## src/sv/efc_pkg.sv

```systemverilog
package efc_pkg;

    // Frame geometry and counter arithmetic of the protection scheme.
    localparam int FRAME_BYTES   = 64;
    localparam int COUNTER_MOD   = 15;
    localparam int COUNTER_LIMIT = 15;

    // Byte position saturates at FRAME_BYTES, so it must be able to hold it.
    localparam int POS_W = $clog2(FRAME_BYTES + 1);

    // Configuration port widths.
    localparam int CFG_IDX_W  = 3;
    localparam int CFG_DATA_W = 10;

    typedef enum logic [CFG_IDX_W-1:0] {
        CFG_COUNTER_OFFSET = 3'd0,
        CFG_CRC_OFFSET     = 3'd1,
        CFG_DATA_LENGTH    = 3'd2,
        CFG_MAX_DELTA      = 3'd3,
        CFG_MAX_NO_NEW     = 3'd4,
        CFG_SYNC_INIT      = 3'd5,
        CFG_NEW_MAPPING    = 3'd6
    } t_cfg_idx;

    typedef enum logic [2:0] {
        ST_OK       = 3'd0,
        ST_NONEW    = 3'd1,
        ST_WRONGCRC = 3'd2,
        ST_SYNC     = 3'd3,
        ST_INITIAL  = 3'd4,
        ST_REPEATED = 3'd5,
        ST_SOMELOST = 3'd6,
        ST_WRONGSEQ = 3'd7
    } t_status;

    typedef enum logic [2:0] {
        GEN_OK       = 3'd0,
        GEN_REPEATED = 3'd1,
        GEN_WRONGSEQ = 3'd2,
        GEN_ERROR    = 3'd3,
        GEN_NONEW    = 3'd4
    } t_generic;

    // What the byte path has gathered once the current byte is included.
    typedef struct packed {
        logic [3:0] counter;
        logic [7:0] crc_rx;
        logic [7:0] crc_calc;
    } t_frame_view;

    // Configuration seen by the sequence checker.
    typedef struct packed {
        logic [3:0] max_delta_init;
        logic [3:0] max_no_new;
        logic [3:0] sync_init;
        logic       new_mapping;
    } t_seq_cfg;

    // One result item.
    typedef struct packed {
        t_status    check_status;
        logic       return_code;
        logic [3:0] lost_frames;
        t_generic   generic_status;
    } t_result;

endpackage

```

## src/sv/efc_frame_acc.sv

```systemverilog
module efc_frame_acc (
    input  logic                  i_clk,
    input  logic                  i_rst_n,
    input  logic                  i_byte_step,
    input  logic                  i_frame_end,
    input  logic [7:0]            i_frame_byte,
    input  logic [8:0]            i_counter_offset_bits,
    input  logic [8:0]            i_crc_offset_bits,
    input  logic [9:0]            i_data_length_bits,
    output efc_pkg::t_frame_view  o_view
);
    import efc_pkg::*;

    localparam int CMP_W = (POS_W > 7) ? POS_W : 7;

    logic [POS_W-1:0] r_pos, n_pos;
    logic [7:0]       r_crc, n_crc;
    logic [3:0]       r_cnt, n_cnt;
    logic [7:0]       r_crc_rx, n_crc_rx;

    logic [CMP_W-1:0] pos_x, cnt_idx, crc_idx, len_bytes;
    logic             in_range;

    // One byte of CRC-8 SAE J1850, polynomial 0x1D, bit by bit.
    function automatic logic [7:0] crc8_step(input logic [7:0] crc, input logic [7:0] b);
        logic [7:0] c;
        c = crc ^ b;
        for (int i = 0; i < 8; i++) begin
            c = c[7] ? ({c[6:0], 1'b0} ^ 8'h1D) : {c[6:0], 1'b0};
        end
        return c;
    endfunction

    assign pos_x     = CMP_W'(r_pos);
    assign cnt_idx   = CMP_W'(i_counter_offset_bits[8:3]);
    assign crc_idx   = CMP_W'(i_crc_offset_bits[8:3]);
    assign len_bytes = CMP_W'(i_data_length_bits[9:3]);
    assign in_range  = (r_pos < POS_W'(FRAME_BYTES));

    always_comb begin
        n_pos    = r_pos;
        n_crc    = r_crc;
        n_cnt    = r_cnt;
        n_crc_rx = r_crc_rx;
        if (in_range) begin
            if (pos_x == cnt_idx) begin
                n_cnt = (i_counter_offset_bits[2:0] == 3'd0) ? i_frame_byte[3:0]
                                                             : i_frame_byte[7:4];
            end
            if (pos_x == crc_idx) begin
                n_crc_rx = i_frame_byte;
            end
            if ((pos_x < crc_idx) || ((pos_x > crc_idx) && (pos_x < len_bytes))) begin
                n_crc = crc8_step(r_crc, i_frame_byte);
            end
            n_pos = r_pos + 1'b1;
        end
    end

    assign o_view.counter  = n_cnt;
    assign o_view.crc_rx   = n_crc_rx;
    assign o_view.crc_calc = n_crc ^ 8'hFF;

    always_ff @(posedge i_clk) begin
        if (!i_rst_n) begin
            r_pos    <= '0;
            r_crc    <= 8'hFF;
            r_cnt    <= '0;
            r_crc_rx <= '0;
        end else if (i_byte_step && i_frame_end) begin
            r_pos    <= '0;
            r_crc    <= 8'hFF;
            r_cnt    <= '0;
            r_crc_rx <= '0;
        end else if (i_byte_step) begin
            r_pos    <= n_pos;
            r_crc    <= n_crc;
            r_cnt    <= n_cnt;
            r_crc_rx <= n_crc_rx;
        end
    end

endmodule

```

## src/sv/efc_seq_check.sv

```systemverilog
module efc_seq_check (
    input  logic                  i_clk,
    input  logic                  i_rst_n,
    input  logic                  i_event,
    input  logic                  i_new_data,
    input  efc_pkg::t_frame_view  i_view,
    input  efc_pkg::t_seq_cfg     i_cfg,
    output efc_pkg::t_result      o_result
);
    import efc_pkg::*;

    logic [3:0] r_last_cnt, n_last_cnt;
    logic [3:0] r_allowed, n_allowed;
    logic       r_waiting, n_waiting;
    logic [3:0] r_lost, n_lost;
    t_status    r_status, n_status;
    logic [3:0] r_sync, n_sync;
    logic [3:0] r_repeat, n_repeat;

    logic [3:0] allowed_inc, repeat_inc, delta, rc;
    logic [4:0] delta_wrap;
    logic       rcode;

    function automatic t_generic to_generic(input t_status st, input logic new_map);
        t_generic g;
        unique case (st)
            ST_OK, ST_SOMELOST: g = GEN_OK;
            ST_NONEW:           g = GEN_NONEW;
            ST_SYNC:            g = new_map ? GEN_OK : GEN_WRONGSEQ;
            ST_INITIAL:         g = new_map ? GEN_WRONGSEQ : GEN_OK;
            ST_REPEATED:        g = GEN_REPEATED;
            ST_WRONGSEQ:        g = GEN_WRONGSEQ;
            ST_WRONGCRC:        g = GEN_ERROR;
            default:            g = GEN_ERROR;
        endcase
        return g;
    endfunction

    assign rc          = i_view.counter;
    assign allowed_inc = (r_allowed < 4'(COUNTER_LIMIT)) ? r_allowed + 4'd1 : r_allowed;
    assign repeat_inc  = (r_repeat < 4'(COUNTER_LIMIT)) ? r_repeat + 4'd1 : r_repeat;
    assign delta_wrap  = 5'(COUNTER_MOD) + {1'b0, rc} - {1'b0, r_last_cnt};
    assign delta       = (rc >= r_last_cnt) ? (rc - r_last_cnt) : delta_wrap[3:0];

    always_comb begin
        n_last_cnt = r_last_cnt;
        n_allowed  = allowed_inc;
        n_waiting  = r_waiting;
        n_lost     = r_lost;
        n_status   = r_status;
        n_sync     = r_sync;
        n_repeat   = r_repeat;
        rcode      = 1'b0;
        priority if (!i_new_data) begin
            n_repeat = repeat_inc;
            n_status = ST_NONEW;
        end else if (rc == 4'd0) begin
            rcode = 1'b1;
        end else if (i_view.crc_rx != i_view.crc_calc) begin
            n_status = ST_WRONGCRC;
        end else if (r_waiting) begin
            n_waiting  = 1'b0;
            n_allowed  = i_cfg.max_delta_init;
            n_last_cnt = rc;
            n_status   = ST_INITIAL;
        end else if (delta == 4'd0) begin
            n_repeat = repeat_inc;
            n_status = ST_REPEATED;
        end else if ((delta == 4'd1) || (delta < allowed_inc)) begin
            // Frame accepted; a jump above one means some frames were lost.
            n_allowed  = i_cfg.max_delta_init;
            n_last_cnt = rc;
            n_lost     = delta - 4'd1;
            n_repeat   = '0;
            if (r_repeat <= i_cfg.max_no_new) begin
                if (r_sync != 4'd0) begin
                    n_sync   = r_sync - 4'd1;
                    n_status = ST_SYNC;
                end else begin
                    n_status = (delta == 4'd1) ? ST_OK : ST_SOMELOST;
                end
            end else begin
                n_sync   = i_cfg.sync_init;
                n_status = ST_SYNC;
            end
        end else begin
            n_repeat = '0;
            n_sync   = i_cfg.sync_init;
            if (i_cfg.sync_init != 4'd0) begin
                n_allowed  = i_cfg.max_delta_init;
                n_last_cnt = rc;
            end
            n_status = ST_WRONGSEQ;
        end
    end

    assign o_result.check_status   = n_status;
    assign o_result.return_code    = rcode;
    assign o_result.lost_frames    = n_lost;
    assign o_result.generic_status = rcode ? GEN_ERROR : to_generic(n_status, i_cfg.new_mapping);

    always_ff @(posedge i_clk) begin
        if (!i_rst_n) begin
            r_last_cnt <= '0;
            r_allowed  <= '0;
            r_waiting  <= 1'b1;
            r_lost     <= '0;
            r_status   <= ST_NONEW;
            r_sync     <= '0;
            r_repeat   <= '0;
        end else if (i_event) begin
            r_last_cnt <= n_last_cnt;
            r_allowed  <= n_allowed;
            r_waiting  <= n_waiting;
            r_lost     <= n_lost;
            r_status   <= n_status;
            r_sync     <= n_sync;
            r_repeat   <= n_repeat;
        end
    end

endmodule

```

## src/sv/e2e_frame_check.sv

```systemverilog
// End-to-end frame receive check.
// Frame bytes enter one request at a time on the input channel (i_in_valid,
// o_in_stall), in order from byte zero; i_last_byte marks the final byte.
// A request with i_new_data low stands for a missing frame and leaves any
// frame in progress untouched.
// Each request is captured in an input register and processed from there:
// the CRC-8 step, the counter and CRC capture and, at frame end, the
// counter delta check all complete in that stage, and the result is
// loaded into the output register.
// Bytes without the last mark give no result.
// Throughput is one request per cycle while the output side keeps up.
// When the receiver raises i_out_stall with a result pending, the result is
// held and the input register fills; o_in_stall then rises until the output
// register drains.
// Configuration is written through i_cfg_valid / o_cfg_ready, which is always
// ready, and must only change while the block is idle.
// Reset (i_rst_n low, synchronous) restores every configuration register to
// its default, empties both registers and returns the checker to waiting for
// its first valid frame.
module e2e_frame_check (
    input  logic                            i_clk,
    input  logic                            i_rst_n,
    // Input request channel.
    input  logic                            i_in_valid,
    output logic                            o_in_stall,
    input  logic [7:0]                      i_frame_byte,
    input  logic                            i_last_byte,
    input  logic                            i_new_data,
    // Result channel.
    output logic                            o_out_valid,
    input  logic                            i_out_stall,
    output logic [2:0]                      o_check_status,
    output logic                            o_return_code,
    output logic [3:0]                      o_lost_frames,
    output logic [2:0]                      o_generic_status,
    // Configuration write channel.
    input  logic                            i_cfg_valid,
    output logic                            o_cfg_ready,
    input  logic [efc_pkg::CFG_IDX_W-1:0]   i_cfg_index,
    input  logic [efc_pkg::CFG_DATA_W-1:0]  i_cfg_data
);
    import efc_pkg::*;

    // Configuration registers.
    logic [8:0] r_counter_offset_bits;
    logic [8:0] r_crc_offset_bits;
    logic [9:0] r_data_length_bits;
    logic [3:0] r_max_delta_init;
    logic [3:0] r_max_no_new;
    logic [3:0] r_sync_init;
    logic       r_new_mapping;

    // Input register.
    logic       r_s1_valid, n_s1_valid;
    logic [7:0] r_s1_byte;
    logic       r_s1_last;
    logic       r_s1_nd;

    // Output register.
    logic       r_out_valid, n_out_valid;
    t_result    r_out;

    logic        out_free;
    logic        s1_go;
    logic        in_take;
    logic        byte_step;
    logic        check_event;
    t_frame_view view;
    t_seq_cfg    seq_cfg;
    t_result     result;
    t_cfg_idx    cfg_idx;

    // The processing stage may move on whenever the output register is empty
    // or is being emptied in this cycle.
    assign out_free    = !r_out_valid || !i_out_stall;
    assign s1_go       = r_s1_valid && out_free;
    assign o_in_stall  = r_s1_valid && !out_free;
    assign in_take     = i_in_valid && !o_in_stall;
    assign n_s1_valid  = in_take || (r_s1_valid && !s1_go);

    // A byte request feeds the byte path; a check happens at frame end or on
    // a missing-frame request.
    assign byte_step   = s1_go && r_s1_nd;
    assign check_event = s1_go && (!r_s1_nd || r_s1_last);
    assign n_out_valid = check_event || (r_out_valid && i_out_stall);

    assign o_cfg_ready = 1'b1;
    assign cfg_idx     = t_cfg_idx'(i_cfg_index);

    always_ff @(posedge i_clk) begin
        if (!i_rst_n) begin
            r_counter_offset_bits <= 9'd8;
            r_crc_offset_bits     <= 9'd0;
            r_data_length_bits    <= 10'd64;
            r_max_delta_init      <= 4'd1;
            r_max_no_new          <= 4'd1;
            r_sync_init           <= 4'd0;
            r_new_mapping         <= 1'b0;
        end else if (i_cfg_valid && o_cfg_ready) begin
            unique case (cfg_idx)
                CFG_COUNTER_OFFSET: r_counter_offset_bits <= i_cfg_data[8:0];
                CFG_CRC_OFFSET:     r_crc_offset_bits     <= i_cfg_data[8:0];
                CFG_DATA_LENGTH:    r_data_length_bits    <= i_cfg_data[9:0];
                CFG_MAX_DELTA:      r_max_delta_init      <= i_cfg_data[3:0];
                CFG_MAX_NO_NEW:     r_max_no_new          <= i_cfg_data[3:0];
                CFG_SYNC_INIT:      r_sync_init           <= i_cfg_data[3:0];
                CFG_NEW_MAPPING:    r_new_mapping         <= i_cfg_data[0];
                default: ;
            endcase
        end
    end

    // Input register: control cleared by reset, payload loaded on accept.
    always_ff @(posedge i_clk) begin
        if (!i_rst_n) begin
            r_s1_valid <= 1'b0;
        end else begin
            r_s1_valid <= n_s1_valid;
        end
    end

    always_ff @(posedge i_clk) begin
        if (in_take) begin
            r_s1_byte <= i_frame_byte;
            r_s1_last <= i_last_byte;
            r_s1_nd   <= i_new_data;
        end
    end

    efc_frame_acc u_frame_acc (
        .i_clk                 (i_clk),
        .i_rst_n               (i_rst_n),
        .i_byte_step           (byte_step),
        .i_frame_end           (r_s1_last),
        .i_frame_byte          (r_s1_byte),
        .i_counter_offset_bits (r_counter_offset_bits),
        .i_crc_offset_bits     (r_crc_offset_bits),
        .i_data_length_bits    (r_data_length_bits),
        .o_view                (view)
    );

    assign seq_cfg.max_delta_init = r_max_delta_init;
    assign seq_cfg.max_no_new     = r_max_no_new;
    assign seq_cfg.sync_init      = r_sync_init;
    assign seq_cfg.new_mapping    = r_new_mapping;

    efc_seq_check u_seq_check (
        .i_clk      (i_clk),
        .i_rst_n    (i_rst_n),
        .i_event    (check_event),
        .i_new_data (r_s1_nd),
        .i_view     (view),
        .i_cfg      (seq_cfg),
        .o_result   (result)
    );

    // Output register: holds the result while the receiver stalls.
    always_ff @(posedge i_clk) begin
        if (!i_rst_n) begin
            r_out_valid <= 1'b0;
        end else begin
            r_out_valid <= n_out_valid;
        end
    end

    always_ff @(posedge i_clk) begin
        if (check_event) begin
            r_out <= result;
        end
    end

    assign o_out_valid      = r_out_valid;
    assign o_check_status   = r_out.check_status;
    assign o_return_code    = r_out.return_code;
    assign o_lost_frames    = r_out.lost_frames;
    assign o_generic_status = r_out.generic_status;

endmodule
```

## config.mk

```make
export PLATFORM = sky130hd
export DESIGN_NAME = e2e_frame_check
export DESIGN_NICKNAME = d
export VERILOG_FILES = /design/src/sv/efc_pkg.sv /design/src/sv/efc_frame_acc.sv /design/src/sv/efc_seq_check.sv /design/src/sv/e2e_frame_check.sv
export SDC_FILE = /design/constraint.sdc
export NUM_CORES = 1
export LEC_CHECK = 0
export ABC_CLOCK_PERIOD_IN_PS = 4500
export BUFFER_PORTS_ARGS = -buffer_cell sky130_fd_sc_hd__buf_2
export CORE_MARGIN = 2
export CORE_UTILIZATION = 55
export DETAILED_ROUTE_END_ITERATION = 8
export GPL_TIMING_DRIVEN = 0
export PLACE_DENSITY = 0.76
export SKIP_LAST_GASP = 1
export SLEW_MARGIN = 20
export SYNTH_ARGS = -nofsm -noshare
export SYNTH_HDL_FRONTEND = slang
export SYNTH_SLANG_ARGS = --single-unit
```

## constraint.sdc

```tcl
create_clock -name i_clk -period 4.5 [get_ports i_clk]
set_input_delay 0.225 -clock i_clk [delete_from_list [all_inputs] [get_ports i_clk]]
set_output_delay 0.225 -clock i_clk [all_outputs]
set_load 0.05 [all_outputs]
```

== Yosys cells after proc, flatten, opt, wreduce, memory -nomap -nowiden ==
Index checks and enable logic that the tools add are counted.
Storage, ports and cells
  flip-flop bits (word level): 115
  bits of input ports: 28
  output and inout port bits: 14
  logic and storage cells: 181
Cells by class
  $add $sub $neg: 8
  magnitude comparators: 9
  eq/ne operators: 22
  mux-type cells: 57
  bitwise operators: 15
  reductions and logical operators: 43
Operators by type and width (count)
  $mux 4: 31
  $mux 5: 8
  $mux 8: 4
  $not 4->4: 8
  $mux 3: 9
  $eq 3x3->1 const B: 7
  $pmux 3 s7: 1
  $reduce_and 2->1: 8
  $eq 7x6->1: 2
  $eq 3x2->1 const B: 4
  $logic_and 1x1->1: 9
  $logic_not 3->1: 3
  $add 4x1->4 const B: 2
  $logic_not 4->1: 2
  $lt 4x4->1 const B: 2
  $ne 8x8->1: 1
  $not 8->8: 1
  $reduce_and 4->1: 2
  $reduce_bool 4->1: 2
  $sub 4x1->4 const B: 2
  $sub 4x4->4: 2
  $xor 8x8->8: 1
  $add 7x1->7 const B: 1
  $gt 7x6->1: 1
  21 further kinds: 41

== Logic depth before layout (Yosys ltp) ==
  depth in word-level cells: 27
  depth in mapped cells: 23
  depth with buffers taken out: 23

== Cells and area by module ==
From an unflattened synthesis, not the netlist that was laid out.
Unflattened totals
  cells, all modules: 691
  area total of the unflattened synthesis: 6528.8 um2
By module, submodules not included
  efc_seq_check: times used 1, cells an instance 287, area an instance 2290.9 um2, seq. area each 480.5 um2
  e2e_frame_check: times used 1, cells an instance 190, area an instance 2217.1 um2, seq. area each 1491.4 um2
  efc_frame_acc: times used 1, cells an instance 214, area an instance 2020.7 um2, seq. area each 540.5 um2

== Worst setup path before layout ==
OpenSTA, ideal clock, no wires.
  path type: reg2reg
  from: register u_frame_acc.r_pos[3] (netlist: u_frame_acc.pos_x[3])
  to: register u_seq_check.r_sync[3]
  library setup time: 134 ps
  arrival: 4750 ps
  required time: 4366 ps
  path slack: -383 ps
  cell stages (with the launch flop): 19
  buffers on the path: 0
  period minus slack after synthesis: 4883 ps
  cells stage by stage: dfxtp_1 -> xor2_1 -> nor4_1 -> nand4_1 -> o21ai_0 -> inv_1 -> fa_1 -> a211o_1 -> a31oi_1 -> inv_1 -> ha_1 -> o31ai_1 -> nand2b_1 -> a21oi_1 -> o31ai_1 -> o21ai_0 -> or4_1 -> o21ai_0 -> a21oi_1
Between the ends
  word-level cells in the longest chain between the ends: 10
  elaborated cells between the ends (all ways): 32
  classes of those cells: add/sub (3); order compare (6); eq/ne (5); mux (8); bitwise (4); reduce/logical (6)
RTL lines
  from (decl): line efc_frame_acc.sv:16  | logic [POS_W-1:0] r_pos, n_pos;
  from (signal assigned): line efc_frame_acc.sv:76  | r_pos <= n_pos;
  branches (longest 2 deep; another with $lt 7x7->1)
  $mux 4 (*): line efc_frame_acc.sv:45  | if (in_range) begin
  named net u_frame_acc.n_cnt[1]: line efc_frame_acc.sv:18  | logic [3:0] r_cnt, n_cnt;
  $add 4x4->4: line efc_seq_check.sv:42  | assign delta_wrap = 5'(COUNTER_MOD) + {1'b0, rc} - {1'b0, r_last_cnt};
  $sub 4x4->4: line efc_seq_check.sv:42
  $mux 4: line efc_seq_check.sv:43  | assign delta = (rc >= r_last_cnt) ? (rc - r_last_cnt) : delta_wrap[3:0];
  $lt 4x4->1 or $eq 4x1->1 (tied branches): line efc_seq_check.sv:69  | end else if ((delta == 4'd1) || (delta < allowed_inc)) begin
  $logic_or 1x1->1: line efc_seq_check.sv:69
  $ne 3x3->1 (no line)
  $reduce_and 7->1 (no line)
  to (signal assigned): line efc_seq_check.sv:117  | r_sync <= n_sync;
  to (decl): line efc_seq_check.sv:17  | logic [3:0] r_sync, n_sync;
Mark *: on every way through the listed nets, which the timed path passes.
A chain may end at the register's enable or synchronous reset.

==> reports/summary.md <==
• **maximum clock frequency** 215 MHz
• **ys flop type** sky130_fd_sc_hd__dfxtp_1
• **Final Hold Vio Count** 0
• **post-synth top area share** 28.4%
• **final setup violating endpoints** 6
• **PnR worst setup slack** -0.151 ns
• **cell repeated most along the worst path** sky130_fd_sc_hd__inv_1
• **Worst-Skew Late Latency** 0.36 ns
• **Placed Cells incl. Taps** 864
• **gate count after technology mapping** 687
• **fraction of final layout cells sized beyond drive strength 1** 22.5%
• **sequential share of the synthesized area** 38.6%
• **die outline width** 110 um
• **placer congestion estimate** 0.898
• **Pwr per Cell Area** 340 nW/um^2
• **clock-pin slew on the worst setup and hold paths** 0.07 ns
• **master cell of the clock root buffer** sky130_fd_sc_hd__clkbuf_16
• **TritonCTS buffer count** 9
• **Worst Path Class, Setup** flip-flop to flip-flop
• **commonest cells in the synthesized netlist** 88 x sky130_fd_sc_hd__dfxtp_1, 81 x sky130_fd_sc_hd__nand2_1, 58 x sky130_fd_sc_hd__nor2_1, 52 x sky130_fd_sc_hd__mux2i_1, 46 x sky130_fd_sc_hd__a21oi_1
• **H-tree depth reported by CTS** 3
• **number of global-route vias before repair** 5453
• **worst reg2reg path depth** 24
• **dpl hpwl** 11.3 mm
• **post-route clock skew** 0.00818 ns
• **normalized max-slew margin** 31.5%
• **transition time of the tightest slew-check pin** 1.03 ns
• **share of flip-flops with an asynchronous set or reset** 0%
• **antenna diode instance count** 0
• **most frequent cell after synthesis** sky130_fd_sc_hd__dfxtp_1
• **cell with the largest stage delay on the worst path** sky130_fd_sc_hd__o41ai_4
• **category of the worst setup path launch point** flip-flop
• **final critical delay including setup and external delays** 4.65 ns
• **Port-buffer cells** 37
• **Slowest Stage Delay on Critical Path** 0.45 ns
• **Cell variety after synth** 66
• **YS warnings** 0
• **r2r startpoint** u_frame_acc.pos_x[0]
• **y dimension of the die** 110 um
• **top cells by area, synth** sky130_fd_sc_hd__dfxtp_1 28%, sky130_fd_sc_hd__edfxtp_1 10%, sky130_fd_sc_hd__mux2i_1 8.4%
• **run status** finished, violations left
• **setup repair after global routing missed its margin** true
• **data required time at the worst endpoint** 4.60 ns
• **hold path cells** 1
• **die area** 12100 um^2
• **final core utilization** 68.9%
• **initial antenna violation count** 0
• **CP bufs+invs** 5
• **Hold Path Origin** i_last_byte
• **summed instance area of the synthesized netlist** 6200 um^2
• **effective utilization at floorplan** 56.7%
• **largest net degree at the start of global routing** 21
• **relative area change from synthesis to final layout** 21.6%
• **violated checks** setup timing
• **Post-Place Worst Slack** -1.00 ns
• **non-filler cells, final** 917
• **chain of cells forming the critical path** xor2_1 > nor4_1 > nand4_1 > buf_6 > nand2_4 > o21ai_4 > inv_1 > ha_2 > inv_2 > fa_2 > buf_4 > nor2_1 > a211oi_2 > a31oi_4 > inv_1 > ha_1 > o31ai_1 > nand2b_1 > a21oi_2 > or3_4 > and3_4 > o41ai_4 > nor3_2 > or3_1
• **Vias** 5449
• **synthesized flop and latch total** 109
• **cell taking the most area after synthesis** sky130_fd_sc_hd__dfxtp_1
• **Routed Wire Length** 16.2 mm
• **clock sink count** 109
• **worst min-delay path endpoint** r_s1_last
• **I/O pin count** 42
• **number of enable-type register cells in the synthesized netlist** 21
• **flop2flop setup slack** -0.15 ns
• **nets** 831
• **max cap viols** 0
• **buffers from clock root to sink, at most** 2
• **Avg Vias per Cell** 5.94
• **CTS tree** done
• **kind of capture point of the worst setup path** flip-flop
• **number of pins with negative max-slew slack in the final report** 0
• **hold_buf cts** 0
• **remaining global-route overflow** 0
• **placeable core region** 10900 um^2
• **total track usage** 27.5%
• **family of cells with the greatest summed delay on the critical path** simple AND/OR/NAND/NOR gates
• **peak fanout along the critical path** 8
• **number of cell rows** 38
• **WL per Instance** 17.7 um
• **Leak Pwr** 2.99 nW
• **Mean Syn Cell Area** 9.02 um^2
• **worst min-delay path category** input pin to flip-flop
• **period utilization** 103%
• **Net Count, Synth** 746
• **data arrival time of the critical path** 4.75 ns
• **number of DRC violations after detailed routing** 0
• **reg2reg end** o_generic_status[0]
• **iteration count of the initial detailed-routing pass** 5
• **Final ANT Viol Nets** 0
• **wire length of the first global-routing pass** 25.9 mm
• **count of routing violations after the opening detailed-route iteration** 304
• **worst-case vdd ir drop** 0.307 mV
[final cells by class]
class | count | area, um^2
plain buffers | 26 | 119
clock inverters | 6 | 86.3
repair buffers | 74 | 487
fillers | 829 | 3400
flip-flops and latches | 109 | 2400
multi-input cells | 513 | 3890
clock buffers | 10 | 229
inverters | 39 | 148
well taps | 140 | 175
[where the power goes]
part | leakage (nW) | internal [mW] | switching (mW)
registers | 0.915 | 1.02 | 0.0257
clock network | 0.154 | 0.488 | 0.357
logic | 1.92 | 0.285 | 0.385
[metal layers]
| layer | vias up | track usage, % | wire length, um |
|---|---|---|---|
| met2 | 188 | 50.1 | 8280 |
| met3 | 41 | 5.76 | 922 |
| li1 | 2608 | - | - |
| met1 | 2612 | 31.7 | 6580 |
| met4 | 0 | 10.0 | 457 |
| met5 | - | 0 | 0 |
[flip-flops by register name, summed over array words and instances, names as in the netlist, 6 cells and up]
name                   flops
u_frame_acc.r_crc          8
r_counter_offset_bits      9
r_crc_offset_bits          6
u_frame_acc.r_crc_rx       8
r_data_length_bits         7
u_frame_acc.pos_x          7
r_s1_byte                  8
[worst max path at each step]
stage                             start                   to  slack (ns)  depth (start not counted)
2_1_floorplan      u_frame_acc.pos_x[3]  o_generic_status[0]        0.02                         22
3_3_place_gp   r_counter_offset_bits[2]  o_generic_status[0]       -0.78                         20
3_5_place_dp   r_counter_offset_bits[2]  o_generic_status[0]       -1.00                         20
4_1_cts            u_frame_acc.pos_x[0]  o_generic_status[0]       -0.15                         21
5_1_grt            u_frame_acc.pos_x[3]  o_generic_status[0]       -0.34                         21
6_report           u_frame_acc.pos_x[0]  o_generic_status[0]       -0.15                         24
[cells in the final DEF (no fill, tap or decap), types with 5 or more instances in the layout]
cell type	instances
sky130_fd_sc_hd__nand4_1	9
sky130_fd_sc_hd__nor2_1	55
sky130_fd_sc_hd__a21oi_1	41
sky130_fd_sc_hd__ha_1	25
sky130_fd_sc_hd__nand2_1	78
sky130_fd_sc_hd__buf_4	36
sky130_fd_sc_hd__or3_1	5
sky130_fd_sc_hd__o21ai_1	6
sky130_fd_sc_hd__clkbuf_16	9
sky130_fd_sc_hd__o21a_1	5
sky130_fd_sc_hd__nor2b_1	7
sky130_fd_sc_hd__a211oi_1	8
sky130_fd_sc_hd__nand2b_1	9
sky130_fd_sc_hd__a31oi_1	5
sky130_fd_sc_hd__buf_2	39
sky130_fd_sc_hd__edfxtp_1	21
sky130_fd_sc_hd__xnor2_1	28
sky130_fd_sc_hd__nand3b_1	5
sky130_fd_sc_hd__mux2_2	6
sky130_fd_sc_hd__clkbuf_1	19
sky130_fd_sc_hd__and3_1	6
sky130_fd_sc_hd__dfxtp_1	85
sky130_fd_sc_hd__xor2_1	12
sky130_fd_sc_hd__o211ai_1	6
sky130_fd_sc_hd__nand3_1	19
sky130_fd_sc_hd__inv_1	32
sky130_fd_sc_hd__mux2i_1	52
sky130_fd_sc_hd__o21ai_0	22
[worst reg2reg max path: stages, from the launching register on]
cell and delay [ns]:
sky130_fd_sc_hd__dfxtp_4 0.35, sky130_fd_sc_hd__xor2_1 0.14, sky130_fd_sc_hd__nor4_1 0.25, sky130_fd_sc_hd__nand4_1 0.14
sky130_fd_sc_hd__buf_6 0.17, sky130_fd_sc_hd__nand2_4 0.07, sky130_fd_sc_hd__o21ai_4 0.06, sky130_fd_sc_hd__inv_1 0.07
sky130_fd_sc_hd__ha_2 0.18, sky130_fd_sc_hd__inv_2 0.04, sky130_fd_sc_hd__fa_2 0.38, sky130_fd_sc_hd__buf_4 0.16
sky130_fd_sc_hd__nor2_1 0.13, sky130_fd_sc_hd__a211oi_2 0.08, sky130_fd_sc_hd__a31oi_4 0.17, sky130_fd_sc_hd__inv_1 0.08
sky130_fd_sc_hd__ha_1 0.27, sky130_fd_sc_hd__o31ai_1 0.06, sky130_fd_sc_hd__nand2b_1 0.10, sky130_fd_sc_hd__a21oi_2 0.08
sky130_fd_sc_hd__or3_4 0.37, sky130_fd_sc_hd__and3_4 0.18, sky130_fd_sc_hd__o41ai_4 0.45, sky130_fd_sc_hd__nor3_2 0.09
sky130_fd_sc_hd__or3_1 0.33
[kinds of logic (layout without fill, tap and decap cells)]
group / count (synthesis) / after routing / synth area share [%]
compound gates: 138 / 138 / 14.7
xor+xnor: 46 / 46 / 7.21
fa+ha+maj: 31 / 31 / 6.50
buf+inv: 65 / 155 / 4.18
flops: 109 / 109 / 38.6
mux: 59 / 59 / 9.67
other cells: 1 / 1 / 0.0605
simple gates: 238 / 238 / 19.1
[repair_timing]
action	in CTS	in global routing
pin swaps	23	21
endpoints found under the setup margin	28	27
buffers inserted	23	14
resized for setup	43	35
[through the flow]
| stage | hold WS, ns | total power, mW | setup TNS [ns] | instance area, um^2 |
|---|---|---|---|---|
| CTS | 0.0363 | 2.50 | -0.305 | 7270 |
| global route | 0.0344 | 2.66 | -3.51 | 7530 |
| finish | 0.0413 | 2.56 | -0.357 | 7530 |
| detailed placement | 0.403 | 1.58 | -19.75 | 6600 |
| floorplan | 0.324 | 1.46 | 0 | 6240 |
| global placement | 0.402 | 1.56 | -14.91 | 6600 |
Note: power is estimated with default switching activity, not from simulation.
